--- src/hw/rtl/s2a_pkg.sv ---
// ----------------------------------------------------------------------------
// s2a_pkg: shared types and constants for the SCSI-to-ATA command translator
// Command and result word layouts, opcodes, action and status codes.
// ----------------------------------------------------------------------------
package s2a_pkg;

  localparam int PORT_COUNT = 32;

  // SCSI opcodes
  localparam logic [7:0] OP_TEST_UNIT_READY = 8'h00;
  localparam logic [7:0] OP_READ6           = 8'h08;
  localparam logic [7:0] OP_WRITE6          = 8'h0A;
  localparam logic [7:0] OP_INQUIRY         = 8'h12;
  localparam logic [7:0] OP_MODE_SENSE      = 8'h1A;
  localparam logic [7:0] OP_MEDIUM_REMOVAL  = 8'h1E;
  localparam logic [7:0] OP_READ_CAPACITY   = 8'h25;
  localparam logic [7:0] OP_READ10          = 8'h28;
  localparam logic [7:0] OP_WRITE10         = 8'h2A;
  localparam logic [7:0] OP_VERIFY          = 8'h2F;
  localparam logic [7:0] OP_SYNC_CACHE      = 8'h35;

  // actions
  localparam logic [2:0] ACT_REJECT     = 3'd0;
  localparam logic [2:0] ACT_GOOD       = 3'd1;
  localparam logic [2:0] ACT_ATA        = 3'd2;
  localparam logic [2:0] ACT_PACKET     = 3'd3;
  localparam logic [2:0] ACT_INQUIRY    = 3'd4;
  localparam logic [2:0] ACT_CAPACITY   = 3'd5;
  localparam logic [2:0] ACT_MODE_SENSE = 3'd6;

  // request status
  localparam logic [1:0] ST_OK        = 2'd0;
  localparam logic [1:0] ST_TIMEOUT   = 2'd1;
  localparam logic [1:0] ST_NO_DEVICE = 2'd2;
  localparam logic [1:0] ST_INVALID   = 2'd3;

  // ATA command bytes and FIS fields
  localparam logic [7:0] ATA_READ_DMA_EXT  = 8'h25;
  localparam logic [7:0] ATA_WRITE_DMA_EXT = 8'h35;
  localparam logic [7:0] ATA_PACKET        = 8'hA0;
  localparam logic [7:0] DEV_LBA_MODE      = 8'h40;
  localparam logic [7:0] FEAT_PACKET_DMA   = 8'h01;

  // command header flags
  localparam logic [6:0] HDR_FIS_DWORDS = 7'd5;
  localparam logic [6:0] HDR_ATAPI      = 7'h20;
  localparam logic [6:0] HDR_WRITE      = 7'h40;

  localparam logic [15:0] CDB6_ZERO_COUNT = 16'd256;

  typedef struct packed {
    logic [7:0]  target_port;
    logic [7:0]  logical_unit;
    logic [63:0] cdb_head;
    logic [15:0] cdb_tail;
    logic [31:0] transfer_length;
    logic        port_present;
    logic        port_is_atapi;
  } command_t;

  typedef struct packed {
    logic [2:0]  action;
    logic [1:0]  request_status;
    logic [7:0]  ata_command;
    logic        write_direction;
    logic [31:0] block_address;
    logic [15:0] block_count;
    logic [7:0]  device_byte;
    logic [7:0]  feature_byte;
    logic [15:0] byte_count_limit;
    logic [6:0]  header_flags;
  } result_t;

endpackage

--- src/hw/rtl/s2a_decode.sv ---
// ----------------------------------------------------------------------------
// s2a_decode: command decode
// Target/LUN check, opcode decode and FIS field build for one command word.
// ----------------------------------------------------------------------------
module s2a_decode (
  input  s2a_pkg::command_t command,
  output s2a_pkg::result_t  result
);

  logic [7:0]  op;
  logic        port_ok;
  logic        wr6;
  logic        wr10;
  logic [31:0] lba6;
  logic [15:0] cnt6;
  logic [31:0] lba10;
  logic [15:0] cnt10;

  function automatic s2a_pkg::result_t build_packet(logic wr, logic [31:0] xfer);
    s2a_pkg::result_t r;
    r                  = '0;
    r.action           = s2a_pkg::ACT_PACKET;
    r.request_status   = s2a_pkg::ST_OK;
    r.ata_command      = s2a_pkg::ATA_PACKET;
    r.write_direction  = wr;
    r.feature_byte     = s2a_pkg::FEAT_PACKET_DMA;
    r.byte_count_limit = xfer[15:0];
    r.header_flags     = s2a_pkg::HDR_FIS_DWORDS | s2a_pkg::HDR_ATAPI |
                         (wr ? s2a_pkg::HDR_WRITE : 7'd0);
    return r;
  endfunction

  function automatic s2a_pkg::result_t build_ata(logic wr, logic [31:0] lba,
                                                 logic [15:0] cnt);
    s2a_pkg::result_t r;
    r                 = '0;
    r.action          = s2a_pkg::ACT_ATA;
    r.request_status  = s2a_pkg::ST_OK;
    r.ata_command     = wr ? s2a_pkg::ATA_WRITE_DMA_EXT : s2a_pkg::ATA_READ_DMA_EXT;
    r.write_direction = wr;
    r.block_address   = lba;
    r.block_count     = cnt;
    r.device_byte     = s2a_pkg::DEV_LBA_MODE;
    r.header_flags    = s2a_pkg::HDR_FIS_DWORDS | (wr ? s2a_pkg::HDR_WRITE : 7'd0);
    return r;
  endfunction

  assign op      = command.cdb_head[63:56];
  assign port_ok = (command.target_port < 8'(s2a_pkg::PORT_COUNT)) && command.port_present;
  assign wr6     = (op == s2a_pkg::OP_WRITE6);
  assign wr10    = (op == s2a_pkg::OP_WRITE10);
  assign lba6    = {11'd0, command.cdb_head[52:48], command.cdb_head[47:32]};
  assign cnt6    = (command.cdb_head[31:24] == 8'd0) ? s2a_pkg::CDB6_ZERO_COUNT
                                                     : {8'd0, command.cdb_head[31:24]};
  assign lba10   = command.cdb_head[47:16];
  assign cnt10   = {command.cdb_head[7:0], command.cdb_tail[15:8]};

  always_comb begin
    result = '0;
    if (!port_ok) begin
      result.action         = s2a_pkg::ACT_REJECT;
      result.request_status = s2a_pkg::ST_TIMEOUT;
    end else if (command.logical_unit != 8'd0) begin
      result.action         = s2a_pkg::ACT_REJECT;
      result.request_status = s2a_pkg::ST_NO_DEVICE;
    end else begin
      case (op)
        s2a_pkg::OP_INQUIRY: begin
          result.action = s2a_pkg::ACT_INQUIRY;
        end
        s2a_pkg::OP_TEST_UNIT_READY,
        s2a_pkg::OP_SYNC_CACHE,
        s2a_pkg::OP_VERIFY,
        s2a_pkg::OP_MEDIUM_REMOVAL: begin
          result.action = s2a_pkg::ACT_GOOD;
        end
        s2a_pkg::OP_READ_CAPACITY: begin
          if (command.port_is_atapi) begin
            result = build_packet(1'b0, command.transfer_length);
          end else begin
            result.action = s2a_pkg::ACT_CAPACITY;
          end
        end
        s2a_pkg::OP_MODE_SENSE: begin
          result.action = s2a_pkg::ACT_MODE_SENSE;
        end
        s2a_pkg::OP_READ6,
        s2a_pkg::OP_WRITE6: begin
          if (command.port_is_atapi) begin
            result = build_packet(wr6, command.transfer_length);
          end else begin
            result = build_ata(wr6, lba6, cnt6);
          end
        end
        s2a_pkg::OP_READ10,
        s2a_pkg::OP_WRITE10: begin
          if (command.port_is_atapi) begin
            result = build_packet(wr10, command.transfer_length);
          end else begin
            result = build_ata(wr10, lba10, cnt10);
          end
        end
        default: begin
          if (command.port_is_atapi) begin
            result = build_packet(1'b0, command.transfer_length);
          end else begin
            result.action         = s2a_pkg::ACT_REJECT;
            result.request_status = s2a_pkg::ST_INVALID;
          end
        end
      endcase
    end
  end

endmodule

--- src/hw/rtl/scsi_to_ata_command_translator_core.sv ---
// ----------------------------------------------------------------------------
// scsi_to_ata_command_translator_core: SCSI-to-ATA command translator
// Registers each command word, decodes it and registers the result word.
// ----------------------------------------------------------------------------
// A command word is taken on every clock in which start is high; busy never
// rises, so commands may be issued back to back, one per cycle. Each command
// yields exactly one result word, presented on result with done high for one
// cycle, once it has passed the input register and then the result register.
// Results come out in command order and cannot be held off, so the receiver
// must take every word in the cycle it appears.
module scsi_to_ata_command_translator_core (
  input  logic              clk,
  input  logic              rst,
  input  logic              start,
  output logic              busy,
  input  s2a_pkg::command_t command,
  output logic              done,
  output s2a_pkg::result_t  result
);

  logic              in_valid;
  s2a_pkg::command_t in_cmd;
  s2a_pkg::result_t  dec_result;

  assign busy = 1'b0;

  s2a_decode u_decode (
    .command (in_cmd),
    .result  (dec_result)
  );

  always_ff @(posedge clk) begin
    if (rst) begin
      in_valid <= 1'b0;
      done     <= 1'b0;
    end else begin
      in_valid <= start && !busy;
      done     <= in_valid;
    end
    if (start && !busy) begin
      in_cmd <= command;
    end
    if (in_valid) begin
      result <= dec_result;
    end
  end

  // one result per command, through the input and result registers
  assert property (@(posedge clk) disable iff (rst)
    (!$past(rst) && !$past(rst, 2)) |-> (done == $past(start, 2)))
    else $error("result strobe does not follow command by two cycles");

  assert property (@(posedge clk) disable iff (rst)
    (done && result.request_status != s2a_pkg::ST_OK) |->
    (result.action == s2a_pkg::ACT_REJECT && result.ata_command == 8'd0))
    else $error("failed request carries a translated command");

  assert property (@(posedge clk) disable iff (rst)
    (done && result.action == s2a_pkg::ACT_ATA) |->
    (result.device_byte == s2a_pkg::DEV_LBA_MODE && !result.header_flags[5]))
    else $error("ATA DMA result with bad FIS fields");

  assert property (@(posedge clk) disable iff (rst)
    (done && result.action != s2a_pkg::ACT_ATA && result.action != s2a_pkg::ACT_PACKET) |->
    (result.ata_command == 8'd0 && result.header_flags == 7'd0 &&
     !result.write_direction))
    else $error("local action carries command fields");

endmodule
--- config.mk ---
export PLATFORM = sky130hd
export DESIGN_NAME = scsi_to_ata_command_translator_core
export DESIGN_NICKNAME = d
export VERILOG_FILES = /design/src/hw/rtl/s2a_pkg.sv /design/src/hw/rtl/s2a_decode.sv /design/src/hw/rtl/scsi_to_ata_command_translator_core.sv
export SDC_FILE = /design/constraint.sdc
export NUM_CORES = 1
export LEC_CHECK = 0
export BUFFER_PORTS_ARGS = -buffer_cell sky130_fd_sc_hd__buf_2
export CAP_MARGIN = 10
export CORE_UTILIZATION = 25
export CTS_CLUSTER_SIZE = 24
export DETAILED_ROUTE_END_ITERATION = 6
export HOLD_SLACK_MARGIN = 0.03
export PLACE_DENSITY = 0.49
export SKIP_LAST_GASP = 1
export SLEW_MARGIN = 15
export SYNTH_ARGS = -nofsm -noshare
export SYNTH_HDL_FRONTEND = slang
export SYNTH_HIERARCHICAL = 1
export SYNTH_SLANG_ARGS = --single-unit
--- constraint.sdc ---
create_clock -name clk -period 5.2 [get_ports clk]
set_clock_uncertainty 0.2 [all_clocks]
set_input_delay 1.04 -clock clk [delete_from_list [all_inputs] [get_ports clk]]
set_output_delay 1.04 -clock clk [all_outputs]
set_load 0.01 [all_outputs]
[Yosys cells after proc, flatten, opt, wreduce, memory -nomap -nowiden]
Index checks and enable logic that the tools add are counted.
Storage, ports and cells
  flip-flop bits (word level): 217
  output and inout port bits: 103
  word-level logic and storage cells: 54
Cells by class
  multiplexer cells: 14
  bitwise gates (word level): 1
  reduce and logical (&&, ||, !) cells: 9
  order comparisons: 1
  equality and inequality tests: 10
Operator list (number)
  $pmux W98 S4: 1
  $mux W99: 2
  $mux W96: 2
  $eq A8 B6 Y1 const B: 5
  $eq A8 B5 Y1 const B: 3
  $pmux W3 S6: 1
  $eq A8 B4 Y1 const B: 2
  $logic_not A8 Y1: 2
  $mux W7: 2
  $mux W5: 2
  $mux W9: 1
  $lt A8 B6 Y1 const B: 1
  $reduce_bool A8 Y1: 1
  $reduce_or A2 Y1: 3
  $reduce_or A6 Y1: 1
  $mux W4: 1
  $reduce_or A4 Y1: 1
  $mux W3: 1
  $mux W2: 1
  $logic_and A1 B1 Y1: 1
  $not A1 Y1: 1

[Longest topological paths before layout]
  depth after elaboration: 5
  depth in mapped cells: 8
  gate-level depth less buffers: 6

[Hierarchy]
Netlist, hierarchy kept.
Modules (own cells, without submodules)
  scsi_to_ata_command_translator_core: sequential area each 6976.7 um^2, cells an instance 237, area an instance 7000.5 um^2, instances 1
  s2a_decode: sequential area each 0.0 um^2, cells an instance 186, area an instance 1214.9 um^2, instances 1

[Worst setup path after synthesis]
OpenSTA, ideal clock, no wires.
  kind: register -> register
  from: reg in_valid
  to: reg result[0] (netlist bit), enable pin
  path slack: 2039 ps
  required time: 4531 ps
  data arrival time: 2492 ps
  setup time: 469 ps
  buffers on the path: 0
  cell stages (with the launch flop): 1
  cell sequence: dfxtp_1
RTL lines
  start, declared: RTL line scsi_to_ata_command_translator_core.sv:21  | logic in_valid;
  start signal, assigned: RTL line scsi_to_ata_command_translator_core.sv:37  | in_valid <= start && !busy;
  end signal, assigned: RTL line scsi_to_ata_command_translator_core.sv:44  | result <= dec_result;
  end, declared: RTL line scsi_to_ata_command_translator_core.sv:18  | output s2a_pkg::result_t result
No word-level cell between the ends.

[Final worst setup path]
  from: reg in_cmd[111] (netlist bit)
  to: reg result[20] (netlist bit) (data pin)
Between the ends
  cells in the longest elaborated chain, start to end: 3
Ends and longest elaborated chain
  start, declared: RTL line scsi_to_ata_command_translator_core.sv:22  | s2a_pkg::command_t in_cmd;
  start signal, assigned: RTL line scsi_to_ata_command_translator_core.sv:41  | in_cmd <= command;
  $eq A8 B5 Y1, or another cell as far along: RTL line s2a_decode.sv:67  | case (op)
  $reduce_or A6 Y1 (no line), or another cell as far along
  $pmux W98 S4 *: RTL line s2a_decode.sv:67
Mark *: on every way between the ends. The rest lies on a longest branch, timed or not.
A chain may end at the register's enable or synchronous reset.

==> summary.md <==
| Metric | Value |
|---|---|
| Crit path launch type | flop |
| Number of standard cells after synthesis | roughly 380 |
| # IOs | around 240 |
| Tcrit/Tclk final | about 54% |
| Total core area | roughly 0.027 mm² |
| Overall die height | around 170 µm |
| Number of global-route vias before repair | about 4,100 |
| Detail-routed via count per cell | approximately 4 |
| Max Transition Viols Final | 0 |
| R2r startpoint | in_cmd[111]$_DFFE_PP_ |
| Placer congestion estimate | roughly 0.8 |
| Clock tree root buffer cell | sky130_fd_sc_hd__clkbuf_16 |
| CTS H-tree depth | 4 |
| Setup repair after global routing missed its margin | no |
| Count of nets left with antenna violations after detail routing | 0 |
| Hold path start | in_cmd[16]$_DFFE_PP_ |
| Worst skew pair latency | 0.43 ns |
| Largest net degree at the start of global routing | 62 |
| Nets | 712 |
| Reg2Reg Setup Slack | between 2 and 2.5 ns |
| Final Routed Wirelength | between 15 and 20 mm |
| Arrival time at the worst endpoint | between 2 and 3 ns |
| Leakage Power | 3.29 nW |
| Wire length of the first global-routing pass | around 23 mm |
| Width of the die | approximately 170 µm |
| Cts-stage hold buffer count | 0 |
| # Post-CTS Setup Buffers | 0 |
| Max transition margin | 43.6% |
| Final setup vio count | 0 |
| Number of buffers on the longest clock path | 2 |
| Netlist area before placement | 0.00701 mm² |
| Via count | roughly 3,800 |
| Post-synthesis average cell area | 18.3 µm² |
| Reg clk slew, reported paths | approximately 0.070 ns |
| Number of buffers created by CTS | 17 |
| Number of maximum-capacitance violations | 0 |
| Clock tree from TritonCTS | done |
| Worst r2r dst | result[20]$_DFFE_PP_ |
| Detailed-placement wirelength estimate | roughly 10 mm |
| Sink Count | roughly 190 |
| Initial core utilization | between 20% and 30% |
| Maximum operating frequency | around 360 MHz |
| Utilization of the core after routing | around a third |
| Category of the worst setup path capture point | flop |
| # port buffers | just under 200 |
| Largest voltage drop on the vdd net | between 0.00015 and 0.0002 V |
| Total global routing track utilization | between 10% and 20% |
| WP data required | ~5.2 ns |
| Final hold vios | 0 |
| Synth warn | 6 |
| CP Class | reg -> reg |
| Die area | between 0.02 and 0.03 mm² |
| Worst hold path type | reg -> reg |
| Violation count after the first detailed-route iteration | around 280 |
| Cell area power density | approximately 380 mW/mm² |
| Critical-path maximum fanout | 52 |
| Total global routing overflow | 0 |
| Number of cells upsized or downsized after cts | 0 |
| Number of antenna violations at the first check in global routing | 1 |
| Min cycle time layout | between 2 and 3 ns |
| Initial DRT Pass Iterations | 4 |
| DRC violations left | 0 |
| Routed wire per std cell | ~16 µm |
| R2r worst-path depth | 7 |
| Setup total negative slack | 0 ns |
| End point of the most critical hold path | result[21]$_DFFE_PP_ |
| Post-synthesis to final-layout area growth | 26.7% |
| Standard-cell rows | 60 |
| Outcome | complete, no violations |
| Share of layout cells above drive strength 1 | 40.0% |
| Hold path cells | 1 |
| Slew @ Worst Pin | 0.845 ns |
[layout by cell type, fill, tap and decap left out, drive strengths merged]
master	count
inv	7
bufinv	2
and3	19
mux2i	29
nor4	1
nor2b	3
edfxtp	191
dfxtp	2
a32o	1
a31o	1
nand2b	1
a2111oi	1
nand4	1
or3	4
and2	17
diode	1
a21oi	5
buf	199
nand3b	2
nor4b	1
clkinv	7
nand2	4
or4	4
nor3	3
a311oi	1
or2	1
conb	21
nand3	2
o22ai	2
a21bo	1
o21ai	2
or4b	1
nor2	38
clkbuf	17
clkinvlp	1
[area by class of cell]
type,count,area (µm²)
Antenna cell,1,2.50
Clock buffer,17,425
Clock inverter,15,173
Fill cell,2707,18400
Inverter,2,8.76
Multi-Input combinational cell,166,1020
Sequential cell,193,5780
Tap cell,372,465
Timing Repair Buffer,199,1010
[power breakdown]
group	total (mW)	switching (mW)	internal (mW)
registers	1.86	0.0441	1.81
clock network	1.34	0.610	0.725
logic	0.176	0.100	0.0755
[worst max path at each step]
| stage | from | end | slack [ns] | depth (start not counted) |
|---|---|---|---|---|
| 2_1_floorplan | in_valid$_SDFF_PP0_ | result[0]$_DFFE_PP_ | 2.04 | 0 |
| 3_3_place_gp | start | in_cmd[67]$_DFFE_PP_ | 2.42 | 2 |
| 3_5_place_dp | start | in_cmd[121]$_DFFE_PP_ | 2.35 | 2 |
| 4_1_cts | in_cmd[111]$_DFFE_PP_ | result[8]$_DFFE_PP_ | 2.41 | 7 |
| 5_1_grt | in_cmd[111]$_DFFE_PP_ | result[20]$_DFFE_PP_ | 2.19 | 7 |
| 6_report | in_cmd[111]$_DFFE_PP_ | result[20]$_DFFE_PP_ | 2.40 | 7 |
[critical path, cell delays in order (launching register included)]
cell	delay [ns]
sky130_fd_sc_hd__edfxtp_1	0.32
sky130_fd_sc_hd__buf_4	0.60
sky130_fd_sc_hd__nand3_1	0.26
sky130_fd_sc_hd__a2111oi_0	0.50
sky130_fd_sc_hd__a31o_2	0.21
sky130_fd_sc_hd__a21oi_1	0.08
sky130_fd_sc_hd__buf_4	0.20
sky130_fd_sc_hd__and2_1	0.17
[routing by layer]
metal / global-route usage (%) / vias up / share of wire, %
met5: 0 / - / 0.073
met3: 3.64 / 13 / 6.0
li1: - / 1788 / -
met1: 12.8 / 1836 / 43
met4: 3.64 / 2 / 1.1
met2: 18.2 / 139 / 49
[state kept, by name, summed over array words and instances, names as in the netlist]
register	flops
done	1
result	101
in_valid	1
in_cmd	90
[stage by stage]
step	hold slack [ns]	cells	setup slack, ns	instance area (µm²)	total power, mW
after global routing	0.339	964	2.19	8880	3.51
after global placement	0.300	932	2.42	8280	2.07
after floorplan	0.297	402	2.04	7090	1.97
after detailed placement	0.301	932	2.35	8280	2.07
after CTS	0.320	964	2.41	8880	3.43
final	0.319	965	2.40	8880	3.37
Power figures use the tool's default switching activity.
